[src/rtl/core/sac_pkg.sv]
// ----------------------------------------------------------------------------
// sac_pkg
// shared widths, constants and sideband types of the swept box test core
// ----------------------------------------------------------------------------
`default_nettype none

package sac_pkg;

   localparam int COORD_BITS     = 24;
   localparam int TIME_FRAC_BITS = 16;
   localparam int TIME_BITS      = 16;
   localparam int GAP_BITS       = COORD_BITS + 1;
   localparam int QUO_BITS       = TIME_FRAC_BITS + 1;
   localparam int REM_BITS       = GAP_BITS + QUO_BITS;
   localparam int DIV_STAGES     = QUO_BITS;

   // 0.016 s in Q0.16
   localparam logic [TIME_BITS-1:0] FRAME_TIME_RESET = 16'd1049;

   typedef struct packed {
      logic en_use;
      logic ex_use;
      logic fail;
      logic vzero;
   } axis_type;

   typedef struct packed {
      axis_type x;
      axis_type y;
      logic     still;
   } side_type;

endpackage

`default_nettype wire

[src/rtl/core/sac_div.sv]
// ----------------------------------------------------------------------------
// sac_div
// pipelined restoring divider, one quotient bit per stage, saturation flag
// ----------------------------------------------------------------------------
`default_nettype none

module sac_div (
   input  wire logic                            clock,
   input  wire logic                            en,
   input  wire logic [sac_pkg::GAP_BITS-1:0]    dividend,
   input  wire logic [sac_pkg::GAP_BITS-1:0]    divisor,
   output      logic [sac_pkg::QUO_BITS-1:0]    quo,
   output      logic                            sat
);

   localparam int RB = sac_pkg::REM_BITS;
   localparam int QB = sac_pkg::QUO_BITS;
   localparam int NS = sac_pkg::DIV_STAGES;

   logic [RB-1:0]                 r_ff   [0:NS];
   logic [sac_pkg::GAP_BITS-1:0]  v_ff   [0:NS];
   logic [QB-1:0]                 q_ff   [0:NS];
   logic                          sat_ff [0:NS];

   // quotient of 2^17 or more: gap at least twice the speed
   always_ff @(posedge clock) begin
      if (en) begin
         r_ff[0]   <= RB'(dividend) << sac_pkg::TIME_FRAC_BITS;
         v_ff[0]   <= divisor;
         q_ff[0]   <= '0;
         sat_ff[0] <= {1'b0, dividend} >= {divisor, 1'b0};
      end
   end

   for (genvar g = 1; g <= NS; g++) begin : g_stage
      localparam int SH = NS - g;
      logic [RB-1:0] vs;
      logic          geq;
      assign vs  = RB'(v_ff[g-1]) << SH;
      assign geq = r_ff[g-1] >= vs;
      always_ff @(posedge clock) begin
         if (en) begin
            r_ff[g]   <= geq ? (r_ff[g-1] - vs) : r_ff[g-1];
            v_ff[g]   <= v_ff[g-1];
            q_ff[g]   <= q_ff[g-1] | (geq ? (QB'(1) << SH) : '0);
            sat_ff[g] <= sat_ff[g-1];
         end
      end
   end

   assign quo = q_ff[NS];
   assign sat = sat_ff[NS];

endmodule

`default_nettype wire

[config.mk]
export PLATFORM = sky130hd
export DESIGN_NAME = sac_div
export DESIGN_NICKNAME = d
export VERILOG_FILES = /design/src/rtl/core/sac_pkg.sv /design/src/rtl/core/sac_div.sv
export SDC_FILE = /design/constraint.sdc
export NUM_CORES = 2
export LEC_CHECK = 0
export BUFFER_PORTS_ARGS = -buffer_cell sky130_fd_sc_hd__buf_2
export CAP_MARGIN = 25
export CORE_UTILIZATION = 64
export CTS_CLUSTER_SIZE = 10
export DETAILED_ROUTE_END_ITERATION = 10
export PLACE_DENSITY = 0.78
export SYNTH_ARGS = -nofsm -noshare
export SYNTH_HDL_FRONTEND = slang
export SYNTH_SLANG_ARGS = --single-unit
[constraint.sdc]
create_clock -name clock -period 3.9 [get_ports clock]
set_input_delay 0.78 -clock clock [delete_from_list [all_inputs] [get_ports clock]]
set_output_delay 0.78 -clock clock [all_outputs]
set_load 0.01 [all_outputs]
==> results.md <==
- Cells taking the most area after synthesis: edfxtp_1, ha_1, a21oi_1
- Maximum clock rate: 0.266 GHz
- Portion of the post-synthesis area used by sequential elements: 53.4%
- Number of nets in the layout: 6,574
- Area of combinational cells with multiple inputs: 27,700 sq um
- Result of the run: finished clean
- Placer congestion estimate: 1.00
- Die height: 321 um
- Post-placement worst setup slack: 0.237 ns
- Max-Cap Viols: 0
- CTS tree: done
- Crit Path Max Fanout: 3
- Synth area leader: edfxtp_1
- Slack of the critical path: approximately 0.14 ns
- Cell area after synthesis: 65,000 sq um
- Count of antenna-violating nets left after detailed routing: 0
- Worst IR drop on VDD: 0.000441 V
- Largest net degree at the start of global routing: 118
- Number of fill cells in the layout: 6,876
- CTS buffer count: 137
- Number of different library cells in the post-synthesis netlist: 93
- Number of synthesized flops with an enable pin: 1,157
- Power density cells: 718 nW/um^2
- Share of Yosys cell area claimed by the top area cell type: 53.4%
- First-pass GRT wire length: 222,000 um
- TritonRoute pass-1 iters: 6
- WHS: 0.231 ns
- Area growth, synth to finish: 10.2%
- Sequential cell area in the final layout: about 35,000 sq um
- Cell at the root of the clock tree: clkbuf_16
- Number of antenna violations at the first check in global routing: 0
- Final core utilization: 71.4%
- Starting DRT DRC Count: 2,577
- Number of primary I/O pins: 70
- Count of hold-fix buffers inserted at cts: 0
- Hpwl dp: 105,000 um
- Share of async-settable or async-resettable flops after synthesis: 0%
- Final critical path time including I/O delays and setup: 3.76 ns
- Instance area after placement: between 60,000 and 70,000 sq um
- Drt wl/cell: 18.6 um
- Synth Net Count: 6,372
- Starting density of the core: 64.8%
- Slew headroom: 41.1%
- Portion of the clock cycle consumed by the worst path in the final layout: between 90% and 100%
- Area of the die: 103,000 sq um
- Worst path arrival time: roughly 4.2 ns
- RSZ-0062 raised after global routing: false
- Vias in the first global route: 46,600
- Row Count: 116
- Number of synthesis warnings: 0
- Setup Viol. Count Final: 0
- Transition time at the pin with the least slew margin: 0.872 ns
- GR Overflow Total: 0
- Port-buffer cells: 69
- TritonCTS sink count: 1,157
- Dominant register cell in the synthesized netlist: edfxtp_1
- Deepest level of the CTS H-tree: 4
- Maximum number of buffers from clock root to sink: 3
- Accumulated negative setup slack: 0 ns
- Critical Path End Type: register
- Post-synthesis area per instance: 11.1 sq um
- Ratio of cells with drive above 1 in the final layout: under 10%
- Number of max-slew violations in the final report: 0
- Via density per instance: 5.98
- Total Routing Usage GR: 27.2%
- Post-Syn Instances: slightly below 6,000
- Hold Fails Final Rpt: 0
- Vias after detailed routing: about 45,000
- Tightest Hold Check Type: input port to register
- Required time at the worst-slack endpoint: 4.36 ns
- Final WL: roughly 140,000 um
- Remaining design rule violation count: 0
- Leakage dissipation: between 20 and 30 nW
- Die W: between 300 and 400 um
- Final design instance area without fill: 71,700 sq um
- Leading post-synthesis cells by instance count: edfxtp_1, inv_1, a21oi_1
- Synthesis-stage register bit count: roughly 1,200
- Clock latency at the later pin of the worst-skew pair: 0.74 ns
- Kind of critical path: register to register
- Area inside the core boundary: 100,000 sq um
- Leading cell type by number of instances after synthesis: edfxtp_1
- Setup skew after layout: 0.0171 ns
- Critical path launch point type: register
- Clk pin slew, worst setup/hold paths: 0.05 ns
==> layer usage <==
metal,global-route usage [%],vias to the layer above,share of wire (%)
met5,0,-,0
met4,17.9,0,6.5
met3,3.22,505,2.8
met2,57.3,1105,58
met1,22.9,21100,32
li1,-,21900,-
==> cells by family after synthesis <==
| kind of cell | count (synthesis) | synth area share, % |
|---|---|---|
| AO/OA/AOI/OAI | 1504 | 14.6 |
| AND/OR/NAND/NOR | 1488 | 11.1 |
| flip-flops | 1157 | 53.4 |
| buffers and inverters | 698 | 4.12 |
| adder cells (fa/ha/maj) | 464 | 9.11 |
| XOR/XNOR | 452 | 6.09 |
| multiplexers | 93 | 1.61 |
==> registers in the layout (all words and copies together), names as in the netlist <==
| signal | flops |
|---|---|
| q_ff | 153 |
| r_ff | 561 |
| v_ff | 425 |
| sat_ff | 18 |
==> placed cells by master (no fill, tap or decap), types with 63 or more instances in the layout <==
| cell type | instances |
|---|---|
| buf_2 | 68 |
| edfxtp_1 | 1157 |
| a21o_1 | 190 |
| nand2_1 | 407 |
| ha_1 | 448 |
| nand3_1 | 96 |
| xnor2_1 | 236 |
| xor2_1 | 216 |
| nor2_1 | 402 |
| a21oi_1 | 489 |
| o21a_1 | 73 |
| nor2b_1 | 63 |
| o21ai_0 | 335 |
| mux2_2 | 85 |
| nand4_1 | 68 |
| clkbuf_16 | 140 |
| nand2b_1 | 78 |
| nor3_1 | 118 |
| inv_1 | 557 |
| buf_4 | 111 |
==> repair_timing <==
action	in CTS	in global routing
endpoints found under the setup margin	0	11
setup buffers	0	0
resized for setup	0	2
==> path summary, 6_finish.rpt <==
check                                  from           end  slack, ns  cells past startpoint
worst max register to register  v_ff[11][1]  r_ff[12][40]       0.14                     11
worst min register to register  q_ff[15][6]   q_ff[16][6]       0.41                      0
worst min-delay path             divisor[5]    v_ff[0][5]       0.23                      1
worst max-delay path            v_ff[11][1]  r_ff[12][40]       0.14                     11
==> critical path: stages (launching register included) <==
cell and delay, ns:
edfxtp_1 0.38, inv_1 0.06, ha_1 0.31, nor2b_1 0.15, o31a_1 0.29, o31a_1 0.30
nor4_1 0.37, o31ai_1 0.25, a21boi_0 0.56, o22ai_1 0.31, nor4b_1 0.41, xor2_1 0.10
==> metrics by stage <==
stage | cells | power, mW
finish | 7458 | 51.4
global route | 7457 | 54.5
CTS | 7457 | 51.4
detailed placement | 7276 | 40.1
global placement | 7276 | 39.4
floorplan | 5856 | 34.5
==> where the power goes <==
part	switching, mW	total (mW)	internal [mW]	leakage (nW)
clock network	4.74	11.2	6.45	1.85
registers	1.65	19.4	17.7	11.2
logic	11.8	20.9	9.07	15.8
total	18.2	51.4	33.2	28.8
==> layout make-up <==
| cell class | instances | area share (%) |
|---|---|---|
| Sequential cell | 1157 | 48.5 |
| Multi-Input combinational cell | 4001 | 38.7 |
| Clock buffer | 156 | 4.97 |
| Inverter | 560 | 2.93 |
| Tap cell | 1357 | 2.37 |
| Timing Repair Buffer | 201 | 2.25 |
| Clock inverter | 25 | 0.335 |
| Antenna cell | 1 | 0.00349 |
Power figures use the tool's default switching activity.
