## src/rtl/core/sac_pkg.sv

```systemverilog
// ----------------------------------------------------------------------------
// sac_pkg
// shared widths, constants and sideband types of the swept box test core
// ----------------------------------------------------------------------------
`default_nettype none

package sac_pkg;

   localparam int COORD_BITS     = 24;
   localparam int TIME_FRAC_BITS = 16;
   localparam int TIME_BITS      = 16;
   localparam int GAP_BITS       = COORD_BITS + 1;
   localparam int QUO_BITS       = TIME_FRAC_BITS + 1;
   localparam int REM_BITS       = GAP_BITS + QUO_BITS;
   localparam int DIV_STAGES     = QUO_BITS;

   // 0.016 s in Q0.16
   localparam logic [TIME_BITS-1:0] FRAME_TIME_RESET = 16'd1049;

   typedef struct packed {
      logic en_use;
      logic ex_use;
      logic fail;
      logic vzero;
   } axis_type;

   typedef struct packed {
      axis_type x;
      axis_type y;
      logic     still;
   } side_type;

endpackage

`default_nettype wire

```

## src/rtl/core/sac_front.sv

```systemverilog
// ----------------------------------------------------------------------------
// sac_front
// two register stages: bound differences, then axis cases and magnitudes
// ----------------------------------------------------------------------------
`default_nettype none

module sac_front (
   input  wire logic                                   clock,
   input  wire logic                                   en,
   input  wire logic signed [sac_pkg::COORD_BITS-1:0]  a_min_x,
   input  wire logic signed [sac_pkg::COORD_BITS-1:0]  a_min_y,
   input  wire logic signed [sac_pkg::COORD_BITS-1:0]  a_max_x,
   input  wire logic signed [sac_pkg::COORD_BITS-1:0]  a_max_y,
   input  wire logic signed [sac_pkg::COORD_BITS-1:0]  b_min_x,
   input  wire logic signed [sac_pkg::COORD_BITS-1:0]  b_min_y,
   input  wire logic signed [sac_pkg::COORD_BITS-1:0]  b_max_x,
   input  wire logic signed [sac_pkg::COORD_BITS-1:0]  b_max_y,
   input  wire logic signed [sac_pkg::COORD_BITS-1:0]  a_vel_x,
   input  wire logic signed [sac_pkg::COORD_BITS-1:0]  a_vel_y,
   input  wire logic signed [sac_pkg::COORD_BITS-1:0]  b_vel_x,
   input  wire logic signed [sac_pkg::COORD_BITS-1:0]  b_vel_y,
   output      logic        [sac_pkg::GAP_BITS-1:0]    en_mag_x,
   output      logic        [sac_pkg::GAP_BITS-1:0]    ex_mag_x,
   output      logic        [sac_pkg::GAP_BITS-1:0]    vel_mag_x,
   output      logic        [sac_pkg::GAP_BITS-1:0]    en_mag_y,
   output      logic        [sac_pkg::GAP_BITS-1:0]    ex_mag_y,
   output      logic        [sac_pkg::GAP_BITS-1:0]    vel_mag_y,
   output      sac_pkg::side_type                      side
);

   localparam int GB = sac_pkg::GAP_BITS;

   // stage one: d1 = amax - bmin, d2 = amin - bmax, v = vb - va
   logic signed [GB-1:0] d1x_ff, d2x_ff, vx_ff, d1y_ff, d2y_ff, vy_ff;

   always_ff @(posedge clock) begin
      if (en) begin
         d1x_ff <= GB'(a_max_x) - GB'(b_min_x);
         d2x_ff <= GB'(a_min_x) - GB'(b_max_x);
         vx_ff  <= GB'(b_vel_x) - GB'(a_vel_x);
         d1y_ff <= GB'(a_max_y) - GB'(b_min_y);
         d2y_ff <= GB'(a_min_y) - GB'(b_max_y);
         vy_ff  <= GB'(b_vel_y) - GB'(a_vel_y);
      end
   end

   function automatic logic [GB-1:0] mag_of(input logic [GB-1:0] v);
      return v[GB-1] ? (~v + GB'(1)) : v;
   endfunction

   // one axis worth of case logic
   function automatic sac_pkg::axis_type axis_of(input logic [GB-1:0] d1,
                                                 input logic [GB-1:0] d2,
                                                 input logic [GB-1:0] v);
      sac_pkg::axis_type a;
      logic lt, gt, neg, zero, pos;
      lt   = d1[GB-1];
      gt   = !d2[GB-1] && (d2 != '0);
      neg  = v[GB-1];
      zero = (v == '0);
      pos  = !neg && !zero;
      a.vzero  = zero;
      a.fail   = neg ? gt : (pos ? lt : (lt || gt));
      a.en_use = neg ? lt : (pos && gt);
      a.ex_use = neg ? d2[GB-1] : (pos && !d1[GB-1] && (d1 != '0));
      return a;
   endfunction

   sac_pkg::side_type side_in;

   always_comb begin
      side_in.x     = axis_of(d1x_ff, d2x_ff, vx_ff);
      side_in.y     = axis_of(d1y_ff, d2y_ff, vy_ff);
      side_in.still = !d1x_ff[GB-1] && !(!d2x_ff[GB-1] && d2x_ff != '0) &&
                      !d1y_ff[GB-1] && !(!d2y_ff[GB-1] && d2y_ff != '0);
   end

   // stage two: entry gap is d1 for a falling speed, d2 for a rising one
   always_ff @(posedge clock) begin
      if (en) begin
         en_mag_x  <= mag_of(vx_ff[GB-1] ? d1x_ff : d2x_ff);
         ex_mag_x  <= mag_of(vx_ff[GB-1] ? d2x_ff : d1x_ff);
         vel_mag_x <= mag_of(vx_ff);
         en_mag_y  <= mag_of(vy_ff[GB-1] ? d1y_ff : d2y_ff);
         ex_mag_y  <= mag_of(vy_ff[GB-1] ? d2y_ff : d1y_ff);
         vel_mag_y <= mag_of(vy_ff);
         side      <= side_in;
      end
   end

endmodule

`default_nettype wire

```

## config.mk

```make
export PLATFORM = sky130hd
export DESIGN_NAME = sac_front
export DESIGN_NICKNAME = d
export VERILOG_FILES = /design/src/rtl/core/sac_pkg.sv /design/src/rtl/core/sac_front.sv
export SDC_FILE = /design/constraint.sdc
export NUM_CORES = 1
export LEC_CHECK = 0
export BUFFER_PORTS_ARGS = -buffer_cell sky130_fd_sc_hd__buf_2
export CORE_AREA = 2 2 236 238
export CTS_BUF_LIST = sky130_fd_sc_hd__clkbuf_8
export CTS_CLUSTER_SIZE = 24
export DETAILED_ROUTE_END_ITERATION = 8
export DIE_AREA = 0 0 238 240
export GPL_ROUTABILITY_DRIVEN = 0
export PLACE_DENSITY = 0.73
export RECOVER_POWER = 100
export SLEW_MARGIN = 10
export SYNTH_ARGS = -nofsm -noshare
export SYNTH_HDL_FRONTEND = slang
export SYNTH_SLANG_ARGS = --single-unit
```

## constraint.sdc

```tcl
create_clock -name clock -period 3.39 [get_ports clock]
set_input_delay 0.339 -clock clock [delete_from_list [all_inputs] [get_ports clock]]
set_output_delay 0.339 -clock clock [all_outputs]
set_load 0.02 [all_outputs]
```

==> flow_summary.json <==
{
  "clock_path_buffers": 3,
  "cts_buffers": 51,
  "fin_tns_setup_ps": 0,
  "initial_core_util_pct": 39.69,
  "power_frac_comb_pct": 32.1,
  "dr.first_iter.drc_count": 1633,
  "ys_warn_count": 0,
  "fp.coreArea_um2": 54660,
  "grt_overflow": 0,
  "grt_pass1_vias": 18047,
  "violations": "max-capacitance violations, max-slew violations",
  "numPortBuffers": 448,
  "yosysUniqueCellTypes": 82,
  "worstSetupPathType": "reg2reg",
  "cts_tree": "yes",
  "dominantRegCellSynth": "edfxtp_1",
  "clock_latency_ps": 640,
  "ys_async_sr_fraction_pct": 0,
  "hp-class": "in2reg",
  "syn_nets": 2606,
  "syn_to_final_growth_pct": 17.42,
  "outcome": "finished with violations",
  "avgRoutedWirePerCell_um": 18.87,
  "worstPathRequired_ps": 3750,
  "rows": 86,
  "vias_per_cell": 5.488,
  "vdd_ir_drop_max_mv": 0.2856,
  "seqPwrFrac_pct": 44.1,
  "track_usage_pct": 21.59,
  "die_y_um": 240,
  "maxSlewHeadroom_pct": -93.93,
  "layout-drive-gt1-share_pct": 14.90,
  "fillers": 5114,
  "cp-end-kind": "register",
  "clock-root-buffer": "clkbuf_8",
  "crit_fanout": 37,
  "clk_pin_slew_ps": 60,
  "p_int_uw": 8421,
  "dieWidth_um": 238,
  "pre_cts_ws_ps": 412.6,
  "dp_hpwl_um": 51290,
  "dr_total_vias": 18562,
  "pwr-share-clk_pct": 23.7,
  "final.setup_skew_ps": 27.84,
  "synth-seq-cells": 309,
  "finalSetupViolCount": 0,
  "worst_pin_slew_ps": 2904,
  "cts_setup_buffers": 0,
  "finalInstanceArea_um2": 25480,
  "period_needed_ps": 3191,
  "p_switching_uw": 4728,
  "postSynthCellCount": 2160,
  "wl_um": 63820,
  "final_nets": 3075,
  "rsz0062_at_grt": "false",
  "min_period_over_period_pct": 94.12,
  "post_cts_resized": 0,
  "syn_area_um2": 21700,
  "dr.pass1.iters": 6,
  "power.share.switching_pct": 35.96,
  "grt_max_degree": 74,
  "dieArea_um2": 57120,
  "grt_pass1_wl_um": 96540,
  "cts-hold-fix-buffers": 0,
  "clock-sinks": 309,
  "worst_slack_ps": 199.3,
  "drv_slew": 63,
  "cp-start-kind": "register",
  "drv_cap": 1,
  "cts_max_level": 2,
  "ant_nets": 0,
  "grt_antenna_before_repair": 16,
  "crit_arrival_ps": 3550,
  "ios": 449,
  "power_leakage_uw": 0.01087,
  "power.density_nw_per_um2": 516.2,
  "synth_edf_count": 309,
  "synth_area_per_cell_um2": 10.04,
  "hold_viol": 0,
  "fmax_mhz": 313.4,
  "seq_area_frac_synth_pct": 42.77,
  "placedInstanceArea_um2": 24830,
  "drc": 0
}
## cells in the final DEF, fill, tap and decap left out, drive strengths merged, types with 13 or more instances in the layout
| cell | count |
|---|---|
| ha | 150 |
| nand4 | 18 |
| mux2 | 18 |
| diode | 13 |
| a21oi | 159 |
| mux2i | 91 |
| buf | 295 |
| xor2 | 77 |
| inv | 220 |
| clkbuf | 228 |
| o31ai | 23 |
| nor2b | 29 |
| nand3 | 29 |
| and3 | 21 |
| nor4 | 14 |
| xnor2 | 175 |
| nor3 | 69 |
| nand2 | 127 |
| nor2 | 142 |
| edfxtp | 309 |
| o21a | 27 |
| o21ai | 123 |
| and2 | 15 |
| a21o | 63 |
| a31oi | 22 |
| clkinv | 21 |
| nand2b | 28 |
## layer usage
metal / share of wire, % / GRT usage (%)
met1: 40 / 26.91
met4: 4.8 / 10.38
met2: 47 / 36.35
met5: 0.055 / 0
met3: 8.2 / 3.823
## worst max-delay path, cell delays in order (launching register included)
cell and delay [ps]:
edfxtp_1 480, buf_12 230, o32a_1 370, or2_1 270, or2_4 270, nor3_1 420
nand3_1 320, o31ai_1 390, xor2_1 130
## through the flow
stage / power [uW] / instances / hold slack (ps) / utilization [%]
after global routing: 13830 / 3379 / 69.87 / 46.59
after CTS: 13320 / 3369 / 49.19 / 47.15
after detailed placement: 10160 / 3280 / 459.5 / 45.42
final: 13150 / 3382 / 104.2 / 46.61
after floorplan: 8579 / 2160 / 441.1 / -
after global placement: 10040 / 3280 / 461.5 / 45.42
## worst paths after layout
| check | slack [ps] | startpoint | cells past startpoint | end |
|---|---|---|---|---|
| max | 200 | vy_ff[24] | 8 | ex_mag_y[19] |
| min | 100 | b_min_x[0] | 3 | d1x_ff[0] |
| max reg2reg | 200 | vy_ff[24] | 8 | ex_mag_y[19] |
| min reg2reg | 480 | vx_ff[0] | 0 | vel_mag_x[0] |
## power by group through the flow
stage / registers, uW / clock network, uW / logic, uW
after floorplan: 6110 / 0 / 2470
after global placement: 5830 / 0 / 4210
after detailed placement: 5850 / 0 / 4310
after CTS: 5780 / 3210 / 4340
after global routing: 5860 / 3360 / 4610
final: 5800 / 3120 / 4230
## cell families after synthesis
family                     after synthesis  synth area share (%)
AOI/OAI and AO/OA                      517                 15.16
xor gates and xnor gates               252                 10.17
adders and majority gates              156                 9.204
buffers and inverters                  265                 4.764
DFF                                    309                 42.77
muxes                                  109                 5.133
and+or+nand+nor                        552                 12.80
## cells in the mapped netlist (27+ instances only)
cell | number | area [um^2]
edfxtp_1 | 309 | 9279
inv_1 | 208 | 780.8
xnor2_1 | 175 | 1533
a21oi_1 | 159 | 795.8
ha_1 | 150 | 1877
nor2_1 | 141 | 529.3
nand2_1 | 127 | 476.7
o21ai_0 | 119 | 595.6
mux2i_1 | 91 | 910.9
xor2_1 | 77 | 674.4
nor3_1 | 67 | 335.3
a21o_1 | 63 | 473.0
clkbuf_1 | 32 | 120.1
nor2b_1 | 29 | 181.4
nand2b_1 | 28 | 175.2
nand3_1 | 27 | 135.1
o21a_1 | 27 | 202.7
## area by class of cell
class,instances,area [um^2],share of cell area (%)
diodes,13,32.53,0.1277
clock buffers,51,701.9,2.755
clock inverters,38,242.7,0.9528
multi-input cells,1586,11300,44.37
repair buffers,473,2253,8.845
well taps,704,880.8,3.458
flip-flops and latches,309,9279,36.42
inverters,208,780.7,3.065
## registers in the layout (all words and copies together) (netlist names)
signal,cells
d1x_ff,25
d1y_ff,25
d2x_ff,25
d2y_ff,25
en_mag_x,25
en_mag_y,25
ex_mag_x,25
ex_mag_y,25
vel_mag_x,25
vel_mag_y,25
vx_ff,25
vy_ff,25
side,9
Power figures use the tool's default switching activity.
