File: src/rtl/core/sac_pkg.sv
// ----------------------------------------------------------------------------
// sac_pkg
// shared widths, constants and sideband types of the swept box test core
// ----------------------------------------------------------------------------
`default_nettype none

package sac_pkg;

   localparam int COORD_BITS     = 24;
   localparam int TIME_FRAC_BITS = 16;
   localparam int TIME_BITS      = 16;
   localparam int GAP_BITS       = COORD_BITS + 1;
   localparam int QUO_BITS       = TIME_FRAC_BITS + 1;
   localparam int REM_BITS       = GAP_BITS + QUO_BITS;
   localparam int DIV_STAGES     = QUO_BITS;

   // 0.016 s in Q0.16
   localparam logic [TIME_BITS-1:0] FRAME_TIME_RESET = 16'd1049;

   typedef struct packed {
      logic en_use;
      logic ex_use;
      logic fail;
      logic vzero;
   } axis_type;

   typedef struct packed {
      axis_type x;
      axis_type y;
      logic     still;
   } side_type;

endpackage

`default_nettype wire

File: src/rtl/core/sac_back.sv
// ----------------------------------------------------------------------------
// sac_back
// clamps the four times and folds them into the entry and exit window
// ----------------------------------------------------------------------------
`default_nettype none

module sac_back (
   input  wire logic                             clock,
   input  wire logic                             en,
   input  wire logic [sac_pkg::TIME_BITS-1:0]    frame_time,
   input  wire logic [sac_pkg::QUO_BITS-1:0]     q_en_x,
   input  wire logic                             s_en_x,
   input  wire logic [sac_pkg::QUO_BITS-1:0]     q_ex_x,
   input  wire logic                             s_ex_x,
   input  wire logic [sac_pkg::QUO_BITS-1:0]     q_en_y,
   input  wire logic                             s_en_y,
   input  wire logic [sac_pkg::QUO_BITS-1:0]     q_ex_y,
   input  wire logic                             s_ex_y,
   input  wire sac_pkg::side_type                side,
   output      logic [sac_pkg::QUO_BITS-1:0]     t_in,
   output      logic [sac_pkg::QUO_BITS-1:0]     t_out,
   output      logic                             still,
   output      logic                             no_sweep
);

   localparam int QB = sac_pkg::QUO_BITS;

   logic [QB-1:0] cap, te_x, tx_x, te_y, tx_y, tin_in, tout_in;

   function automatic logic [QB-1:0] clamp(input logic [QB-1:0] q, input logic s,
                                           input logic [QB-1:0] c);
      return (s || q > c) ? c : q;
   endfunction

   always_comb begin
      cap     = QB'(frame_time) + QB'(1);
      te_x    = side.x.en_use ? clamp(q_en_x, s_en_x, cap) : '0;
      te_y    = side.y.en_use ? clamp(q_en_y, s_en_y, cap) : '0;
      tx_x    = side.x.ex_use ? clamp(q_ex_x, s_ex_x, cap) : cap;
      tx_y    = side.y.ex_use ? clamp(q_ex_y, s_ex_y, cap) : cap;
      tin_in  = (te_x > te_y) ? te_x : te_y;
      tout_in = (tx_x < tx_y) ? tx_x : tx_y;
      if (QB'(frame_time) < tout_in) begin
         tout_in = QB'(frame_time);
      end
   end

   always_ff @(posedge clock) begin
      if (en) begin
         t_in     <= tin_in;
         t_out    <= tout_in;
         still    <= side.still;
         no_sweep <= side.x.fail || side.y.fail || (side.x.vzero && side.y.vzero);
      end
   end

endmodule

`default_nettype wire

File: config.mk
export PLATFORM = sky130hd
export DESIGN_NAME = sac_back
export DESIGN_NICKNAME = d
export VERILOG_FILES = /design/src/rtl/core/sac_pkg.sv /design/src/rtl/core/sac_back.sv
export SDC_FILE = /design/constraint.sdc
export NUM_CORES = 1
export LEC_CHECK = 0
export ABC_AREA = 1
export BUFFER_PORTS_ARGS = -buffer_cell sky130_fd_sc_hd__clkbuf_2
export CORE_UTILIZATION = 45
export CTS_BUF_LIST = sky130_fd_sc_hd__clkbuf_16
export DETAILED_ROUTE_END_ITERATION = 7
export HOLD_SLACK_MARGIN = 0.05
export PLACE_DENSITY = 0.65
export SLEW_MARGIN = 20
export SYNTH_ARGS = -nofsm -noshare
export SYNTH_HDL_FRONTEND = slang
export SYNTH_SLANG_ARGS = --single-unit
File: constraint.sdc
create_clock -name clock -period 7.35 [get_ports clock]
set_input_delay 0.735 -clock clock [delete_from_list [all_inputs] [get_ports clock]]
set_output_delay 0.735 -clock clock [all_outputs]
set_load 0.01 [all_outputs]
==> impl_metrics.json, run 1 <==
{
  "status": "finished clean",
  "pre_cts_slack_ns": -0.115,
  "multiInputGateArea_mm2": 0.00425,
  "hold_class": "in -> reg",
  "post-route-period-util_pct": 92.2,
  "clkTransAtPathRegs_ns": 0.05,
  "coreArea_mm2": 0.0122,
  "htree_levels": 2,
  "start_kind": "input pin",
  "powerDensity_mw_per_mm2": 148,
  "synth_seq_cells": 36,
  "min_period_ns": 6.77,
  "finalNetCount": 1191,
  "grt-ovfl-total": 0,
  "synth_edf_count": 36,
  "cap_violations": 0,
  "async_reset_ff_share_pct": 0,
  "grtUsageTotal_pct": 28.4,
  "vias": 6070,
  "synth_nets": 1026,
  "drv_slew": 0,
  "fp.dieH_um": 115,
  "antenna_found_initial": 0,
  "yosys_warnings": 0,
  "wirelength_um": 18000,
  "insertedDiodeCount": 0,
  "min_from": "side[0]",
  "syn_inst": 818,
  "intPower_mw": 0.623,
  "hpwl_um": 15300,
  "pwr-share-comb_pct": 54.6,
  "dpl-instance-area_mm2": 0.00684,
  "final_cell_area_mm2": 0.00706,
  "dieArea_mm2": 0.0132,
  "cts_inserted_buffers": 5,
  "worstMarginPinSlew_ns": 0.989,
  "route.detailed.drc": 0,
  "cts_setup_buffers": 0,
  "fp-row-count": 40,
  "areaGrowthSynthToFinish_pct": 23.5,
  "pwr-share-clk_pct": 18.3,
  "crit_required_ns": 7.38,
  "n_fill_cell": 1215,
  "syn-cell-area_mm2": 0.00571,
  "peakVddDrop_mv": 0.101,
  "p_seq_share_pct": 27.1,
  "cpMostUsedCell": "inv_1",
  "clockRootBuffer": "clkbuf_16",
  "clock.fmax_mhz": 148,
  "boundaryPins": 135,
  "drt_first_pass_iters": 5,
  "synth_flop_cell": "edfxtp_1",
  "path_class": "in -> reg",
  "cts_buffer_depth": 2,
  "grt_pass1_wl_um": 28400,
  "slew_headroom_pct": 33.4,
  "syn_area_per_cell_um2": 6.99,
  "final_hold_viol_count": 0,
  "numPortBuffers": 134,
  "setup_viol": 0,
  "seqCellArea_mm2": 0.00108,
  "synth_cell_type_count": 44,
  "clock_sinks": 36,
  "drt_iter0_drc": 463,
  "ant_nets": 0,
  "cts_tree": "yes",
  "start_util_pct": 46.8,
  "endpoint_kind": "flop",
  "fp.dieW_um": 115,
  "crit_path_max_fanout": 29,
  "layout-drive-gt1-share_pct": 24.2,
  "critPathLaunch": "frame_time[0]",
  "gp_congestion": 0.947,
  "wl_per_cell_um": 15.7,
  "setup_ws_ns": 0.575,
  "critPathMaxStageDelay_ns": 0.35,
  "p_leak_nw": 3.82,
  "grt_pass1_vias": 5415,
  "grt_max_degree": 37,
  "worst_path_max_delay_cell": "ha_1",
  "cp.arrival_ns": 6.80,
  "swShare_pct": 40.4,
  "via_per_inst": 5.27,
  "power.switching_mw": 0.422,
  "yosysSeqAreaShare_pct": 18.9
}
==> state kept, by name (all words and copies together), names as in the netlist <==
| register | count |
|---|---|
| still | 1 |
| no_sweep | 1 |
| t_in | 17 |
| t_out | 17 |
==> Yosys cell counts, types with 3 or more instances <==
cell      count  area share (%)
a211oi_1      5            0.66
a21oi_1      63             5.5
buf_2         5            0.44
clkbuf_1     14            0.92
edfxtp_1     36              19
ha_1        109              24
inv_1        90             5.9
inv_2         7            0.46
mux2i_1      16             2.8
nand2_1     208              14
nand2_2       7            0.77
nand2_4       3            0.59
nand3_1      55             4.8
nand3b_1      3            0.39
nand4_1      16             1.8
nor2_1       49             3.2
nor2_4        3            0.59
nor3_1        4            0.35
nor4_1        7            0.77
o211ai_1     15             2.0
o21a_1        3            0.39
o21ai_0      46             4.0
o221ai_1      4            0.61
or2_2        15             1.6
xor2_1        9             1.4
==> path summary, 6_finish.rpt <==
path,to,slack [ns],cells past startpoint
setup / recovery,t_out[4]$_DFFE_PP_,0.58,38
hold / removal,still$_DFFE_PP_,0.64,1
==> power by group through the flow <==
stage                     Clock (mW)  Sequential (mW)  Combinational [mW]
final                          0.192            0.283               0.571
after global routing           0.203            0.286               0.643
after floorplan                    0            0.307               0.326
after detailed placement           0            0.288               0.553
after CTS                      0.196            0.284               0.554
after global placement             0            0.287               0.550
==> worst max-delay path, delay by kind of cell <==
kind,cells,cell delay (ns)
AND/OR/NAND/NOR,21,3.35
XOR/XNOR,1,0.18
buffers and inverters,10,1.02
AO/OA/AOI/OAI,2,0.33
adder cells (fa/ha/maj),4,1.16
==> per-layer routing <==
| layer | global-route usage [%] | up-vias | part of all wire (%) |
|---|---|---|---|
| li1 | - | 3145 | - |
| met1 | 42.7 | 2648 | 49 |
| met2 | 42.7 | 256 | 41 |
| met3 | 2.75 | 21 | 7.9 |
| met4 | 8.05 | 0 | 2.2 |
| met5 | 0 | - | 0 |
==> logic make-up (layout without fill, tap and decap cells) <==
| family | Yosys count | after routing | synth area share, % |
|---|---|---|---|
| AOI/OAI and AO/OA | 145 | 145 | 14.4 |
| and+or+nand+nor | 381 | 382 | 30.1 |
| adders and majority gates | 109 | 109 | 23.9 |
| other | 1 | 1 | 0.0656 |
| xor gates and xnor gates | 10 | 10 | 1.53 |
| buffers and inverters | 120 | 284 | 8.25 |
| DFF | 36 | 36 | 18.9 |
| muxes | 16 | 16 | 2.80 |
==> layout make-up <==
type,count,share of cell area [%]
well taps,168,2.98
multi-input cells,663,60.3
clock buffers,5,1.77
clock inverters,2,0.106
inverters,97,5.16
repair buffers,180,14.4
flip-flops and latches,36,15.3
==> cells in the final DEF (no fill, tap or decap), drive strengths merged, types with 2 or more instances in the layout <==
master,instances
a21oi,63
a211oi,5
xor2,9
nand3b,3
o221ai,4
clkinv,2
clkbuf,139
inv,97
nand4,16
buf,46
a31o,2
ha,109
o21a,3
nand3,57
o21ai,47
or4,2
mux2i,16
nor3,5
nor4,7
edfxtp,36
or2,15
nand2,218
nor2,54
o21bai,2
and3,2
o211ai,15
==> timing repair <==
action                                  CTS  global route
endpoints found under the setup margin    0            16
hold buffers                              0             0
gates resized for setup                   0            17
endpoints found under the hold margin     0             0
==> through the flow <==
stage	hold WS, ns	util (%)	instances	power [mW]	TNS (ns)
2_1_floorplan	0.834	-	818	0.633	0
4_1_cts	0.641	57.1	1150	1.03	0
3_5_place_dp	0.923	56.0	1143	0.840	-1.49
3_3_place_gp	0.913	56.0	1143	0.836	0
6_report	0.643	57.8	1151	1.05	0
5_1_grt	0.652	57.8	1151	1.13	-0.443
Note: power is estimated with default switching activity, not from simulation.
==> run 2, diff against run 1 <==
--- a/config.mk
+++ b/config.mk
@@ -12,7 +12,7 @@
 export DETAILED_ROUTE_END_ITERATION = 7
 export HOLD_SLACK_MARGIN = 0.05
 export PLACE_DENSITY = 0.65
-export SLEW_MARGIN = 20
+export SLEW_MARGIN = 10
 export SYNTH_ARGS = -nofsm -noshare
 export SYNTH_HDL_FRONTEND = slang
 export SYNTH_SLANG_ARGS = --single-unit
==> constraint.sdc (replaced) <==
create_clock -name clock -period 7.3 [get_ports clock]
set_input_delay 0.73 -clock clock [delete_from_list [all_inputs] [get_ports clock]]
set_output_delay 0.73 -clock clock [all_outputs]
set_load 0.01 [all_outputs]
==> run 2 against run 1 <==
  * First-iteration DRC count increased by 4.5%
  * Worst hold slack worse by 0.0084 ns
  * Sequential power about the same
  * Non-clock buffer count decreased by 12
  * Combinational power decreased by 1%
  * Sequential share of layout area grew 0.21 points
  * Setup slack worse by 0.16 ns
  * Final area fell by 1.4%
  * Final cell count shrank 1.1%
  * Critical path depth up 3
  * Via count is 0.53% lower
  * Highest routed layer unchanged
==> impl_metrics.json, run 2 (same netlist as run 1, synthesis figures left out) <==
{
  "route.detailed.drc": 0,
  "layout-drive-gt1-share_pct": 23.2,
  "ant_nets": 0,
  "start_util_pct": 46.8,
  "insertedDiodeCount": 0,
  "worstMarginPinSlew_ns": 0.868,
  "fp.dieH_um": 115,
  "clkTransAtPathRegs_ns": 0.05,
  "gp_congestion": 0.987,
  "finalNetCount": 1178,
  "crit_family": "simple AND/OR/NAND/NOR gates",
  "pre_cts_slack_ns": -0.0586,
  "vias": 6038,
  "areaGrowthSynthToFinish_pct": 21.8,
  "worst_path_max_delay_cell": "o21ai_0",
  "grt-ovfl-total": 0,
  "setup_ws_ns": 0.413,
  "grtUsageTotal_pct": 27.7,
  "cpMostUsedCell": "nand2_1",
  "slew_headroom_pct": 41.5,
  "coreArea_mm2": 0.0122,
  "htree_levels": 2,
  "final_common_cell": "nand2_1",
  "cts_inserted_buffers": 5,
  "fp-row-count": 40,
  "antenna_found_initial": 0,
  "setup_viol": 0,
  "drt_first_pass_iters": 5,
  "grt_pass1_vias": 5240,
  "status": "finished clean",
  "final_util_pct": 57.0,
  "fp.dieW_um": 115,
  "n_fill_cell": 1286,
  "dieArea_mm2": 0.0132,
  "top_regs": "t_in x17, t_out x17",
  "peakVddDrop_mv": 0.100,
  "cp.arrival_ns": 6.92,
  "cts_setup_buffers": 0,
  "powerDensity_mw_per_mm2": 150,
  "cts_buffer_depth": 2,
  "start_kind": "input pin",
  "rsz0062_at_grt": "no",
  "clock_sinks": 36,
  "worst-path-buf-inv": 6,
  "clockRootBuffer": "clkbuf_16",
  "critPathMaxStageDelay_ns": 0.50,
  "setup_tns_ns": 0,
  "endpoint_kind": "flop",
  "drt_iter0_drc": 484,
  "cts_tree": "yes",
  "hold_buffers": 0,
  "path_class": "in -> reg",
  "p_leak_nw": 3.77,
  "boundaryPins": 135,
  "grt_pass1_wl_um": 27600,
  "numPortBuffers": 134,
  "post-route-period-util_pct": 94.3,
  "min_period_ns": 6.89,
  "wirelength_um": 17900,
  "hpwl_um": 15100,
  "crit_path_max_fanout": 18,
  "clock.fmax_mhz": 145,
  "hold_class": "in -> reg",
  "drv_slew": 0,
  "cap_violations": 0,
  "crit_required_ns": 7.33,
  "via_per_inst": 5.31,
  "final_hold_viol_count": 0,
  "grt_max_degree": 37,
  "mostFrequentLayoutCells": "208 x nand2_1, 134 x clkbuf_2, 109 x ha_1",
  "wl_per_cell_um": 15.8,
  "power_mw": 1.04
}
## run 2: layout make-up
class / count / area, µm² / area share (%)
clock buffer: 5 / 125 / 1.80
clock inverter: 2 / 7.51 / 0.108
sequential: 36 / 1080 / 15.5
tap: 168 / 210 / 3.02
multi-input combinational: 662 / 4230 / 60.8
inverter: 97 / 364 / 5.23
timing repair buffer: 168 / 938 / 13.5
## run 2: worst paths after layout
check                          from                 end  slack, ns  depth (start not counted)
worst max-delay path  frame_time[1]  t_out[5]$_DFFE_PP_       0.41                         41
worst min-delay path        side[0]     still$_DFFE_PP_       0.64                          1
## run 2: power breakdown
part / internal [mW] / leakage (nW) / switching, mW
registers: 0.276 / 0.350 / 0.00822
clock network: 0.122 / 0.0648 / 0.0734
logic: 0.220 / 3.35 / 0.345
total: 0.618 / 3.77 / 0.426
## run 2: repair_timing
item,in CTS,in global routing
hold endpoints to repair,0,0
resized for setup,0,17
endpoints found under the setup margin,0,16
## run 2: stage by stage
stage	instance area (µm²)	instances	hold slack, ns
after CTS	6900	1138	0.634
after detailed placement	6760	1131	0.916
after global placement	6760	1131	0.908
after global routing	6960	1138	0.629
after floorplan	5710	818	0.829
final	6960	1138	0.635
## run 2: layer usage
metal | track usage (%) | share of wire, %
met3 | 2.65 | 7.5
met2 | 40.9 | 41
met1 | 41.9 | 49
met5 | 0 | 0
met4 | 8.92 | 2.6
==> run 3, diff against run 2 <==
==> constraint.sdc (replaced) <==
create_clock -name clock -period 7.2 [get_ports clock]
set_input_delay 0.72 -clock clock [delete_from_list [all_inputs] [get_ports clock]]
set_output_delay 0.72 -clock clock [all_outputs]
set_load 0.01 [all_outputs]
==> run 3 against run 2 <==
  * Via count is 0.48% higher
  * Worst hold slack worse by 0.0068 ns
  * Flip-flop and latch count stayed put
  * Utilization is 1.0 points higher
  * Clock power is 2% higher
  * Clock-buffer cell count stayed put
  * Setup slack better by 0.043 ns
  * Final area is 1.8% higher
  * First-iteration DRC count is 2.1% lower
  * Critical path depth stayed put
  * Critical path type unchanged
  * Largest cell class unchanged
==> impl_metrics.json, run 3 (same netlist as run 1, synthesis figures left out) <==
{
  "status": "finished clean",
  "start_util_pct": 46.8,
  "ant_nets": 0,
  "insertedDiodeCount": 0,
  "hold_buffers": 0,
  "cp.arrival_ns": 6.78,
  "htree_levels": 2,
  "cts_buffer_depth": 2,
  "clock_sinks": 36,
  "drv_slew": 0,
  "grt_pass1_wl_um": 28400,
  "wl_per_cell_um": 15.7,
  "grt-ovfl-total": 0,
  "clkTransAtPathRegs_ns": 0.05,
  "dieArea_mm2": 0.0132,
  "cap_violations": 0,
  "via_per_inst": 5.26,
  "post-route-period-util_pct": 93.7,
  "grt_max_degree": 37,
  "crit_required_ns": 7.23,
  "coreArea_mm2": 0.0122,
  "route.detailed.drc": 0,
  "final_common_cell": "nand2_1",
  "n_fill_cell": 1251,
  "clock.fmax_mhz": 148,
  "p_leak_nw": 3.84,
  "fp.dieH_um": 115,
  "vias": 6067,
  "setup_viol": 0,
  "numPortBuffers": 134,
  "start_kind": "input pin",
  "drt_first_pass_iters": 5,
  "grt_pass1_vias": 5372,
  "hold_class": "in -> reg",
  "worstMarginPinSlew_ns": 1.06,
  "dpl-instance-area_mm2": 0.00688,
  "crit_path_max_fanout": 33,
  "grtUsageTotal_pct": 28.4,
  "power_mw": 1.07,
  "peakVddDrop_mv": 0.0942,
  "gp_congestion": 0.972,
  "mostFrequentLayoutCells": "208 x nand2_1, 134 x clkbuf_2, 109 x ha_1",
  "power.switching_mw": 0.435,
  "clockRootBuffer": "clkbuf_16",
  "p_seq_share_pct": 26.8,
  "layout-drive-gt1-share_pct": 24.1,
  "fp.dieW_um": 115,
  "final_cell_area_mm2": 0.00708,
  "cts_tree": "yes",
  "areaGrowthSynthToFinish_pct": 24.0,
  "min_period_ns": 6.74,
  "swShare_pct": 40.4,
  "boundaryPins": 135,
  "drt_iter0_drc": 474,
  "cpMostUsedCell": "nand2_1",
  "fp-row-count": 40,
  "top_regs": "t_in x17, t_out x17",
  "setup_ws_ns": 0.455,
  "pwr-share-clk_pct": 18.5,
  "critPathMaxStageDelay_ns": 0.38,
  "powerDensity_mw_per_mm2": 152,
  "cts_inserted_buffers": 5,
  "cts_setup_buffers": 0,
  "worst_path_max_delay_cell": "o21ai_0",
  "final_hold_viol_count": 0,
  "endpoint_kind": "flop",
  "slew_headroom_pct": 28.8,
  "final_util_pct": 58.0,
  "hpwl_um": 15200,
  "finalNetCount": 1192,
  "antenna_found_initial": 0,
  "pre_cts_slack_ns": -0.00551,
  "wirelength_um": 18200,
  "intPower_mw": 0.640,
  "path_class": "in -> reg",
  "pwr-share-comb_pct": 54.7
}
run 3: worst paths after layout:
path	start	end	slack, ns	cells past startpoint
hold / removal	side[0]	still$_DFFE_PP_	0.63	1
setup / recovery	frame_time[1]	t_out[10]$_DFFE_PP_	0.46	41
run 3: timing repair:
action	4_1_cts	5_1_grt
resized for setup	0	16
endpoints found under the setup margin	0	16
hold endpoints to repair	0	0
run 3: layout make-up:
type                    instances  area (µm²)  area share, %
multi-input cells             662        4240           59.8
well taps                     168         210           2.97
flip-flops and latches         36        1080           15.3
clock buffers                   5         125           1.77
clock inverters                 3        11.3          0.159
inverters                      97         364           5.14
repair buffers                182        1060           14.9
run 3: power by group through the flow:
stage | clock network [mW] | logic [mW] | registers (mW)
after floorplan | 0 | 0.333 | 0.313
after global placement | 0 | 0.568 | 0.293
after detailed placement | 0 | 0.571 | 0.293
after CTS | 0.204 | 0.573 | 0.289
after global routing | 0.210 | 0.663 | 0.292
final | 0.199 | 0.588 | 0.289
run 3: metal layers:
layer	share of wire, %	up-vias	global-route usage, %	wire (µm)
li1	-	3145	-	-
met1	49	2652	42.1	8870
met2	40	249	42.5	7350
met3	8.5	21	4.08	1550
met4	2.1	0	7.97	386
met5	0	-	0	0
run 3: metrics by stage:
step / setup TNS [ns] / cells / hold slack, ns
after floorplan: 0 / 818 / 0.819
after CTS: 0 / 1153 / 0.621
after global placement: 0 / 1145 / 0.899
final: 0 / 1153 / 0.628
after detailed placement: -0.00967 / 1145 / 0.904
after global routing: -1.01 / 1153 / 0.621
run 3: worst max-delay path: cells and delay by family:
kind	cells	cell delay (ns)
xor gates and xnor gates	1	0.17
buffers and inverters	9	1.10
AOI/OAI and AO/OA	8	1.68
and+or+nand+nor	19	2.10
adders and majority gates	4	0.98
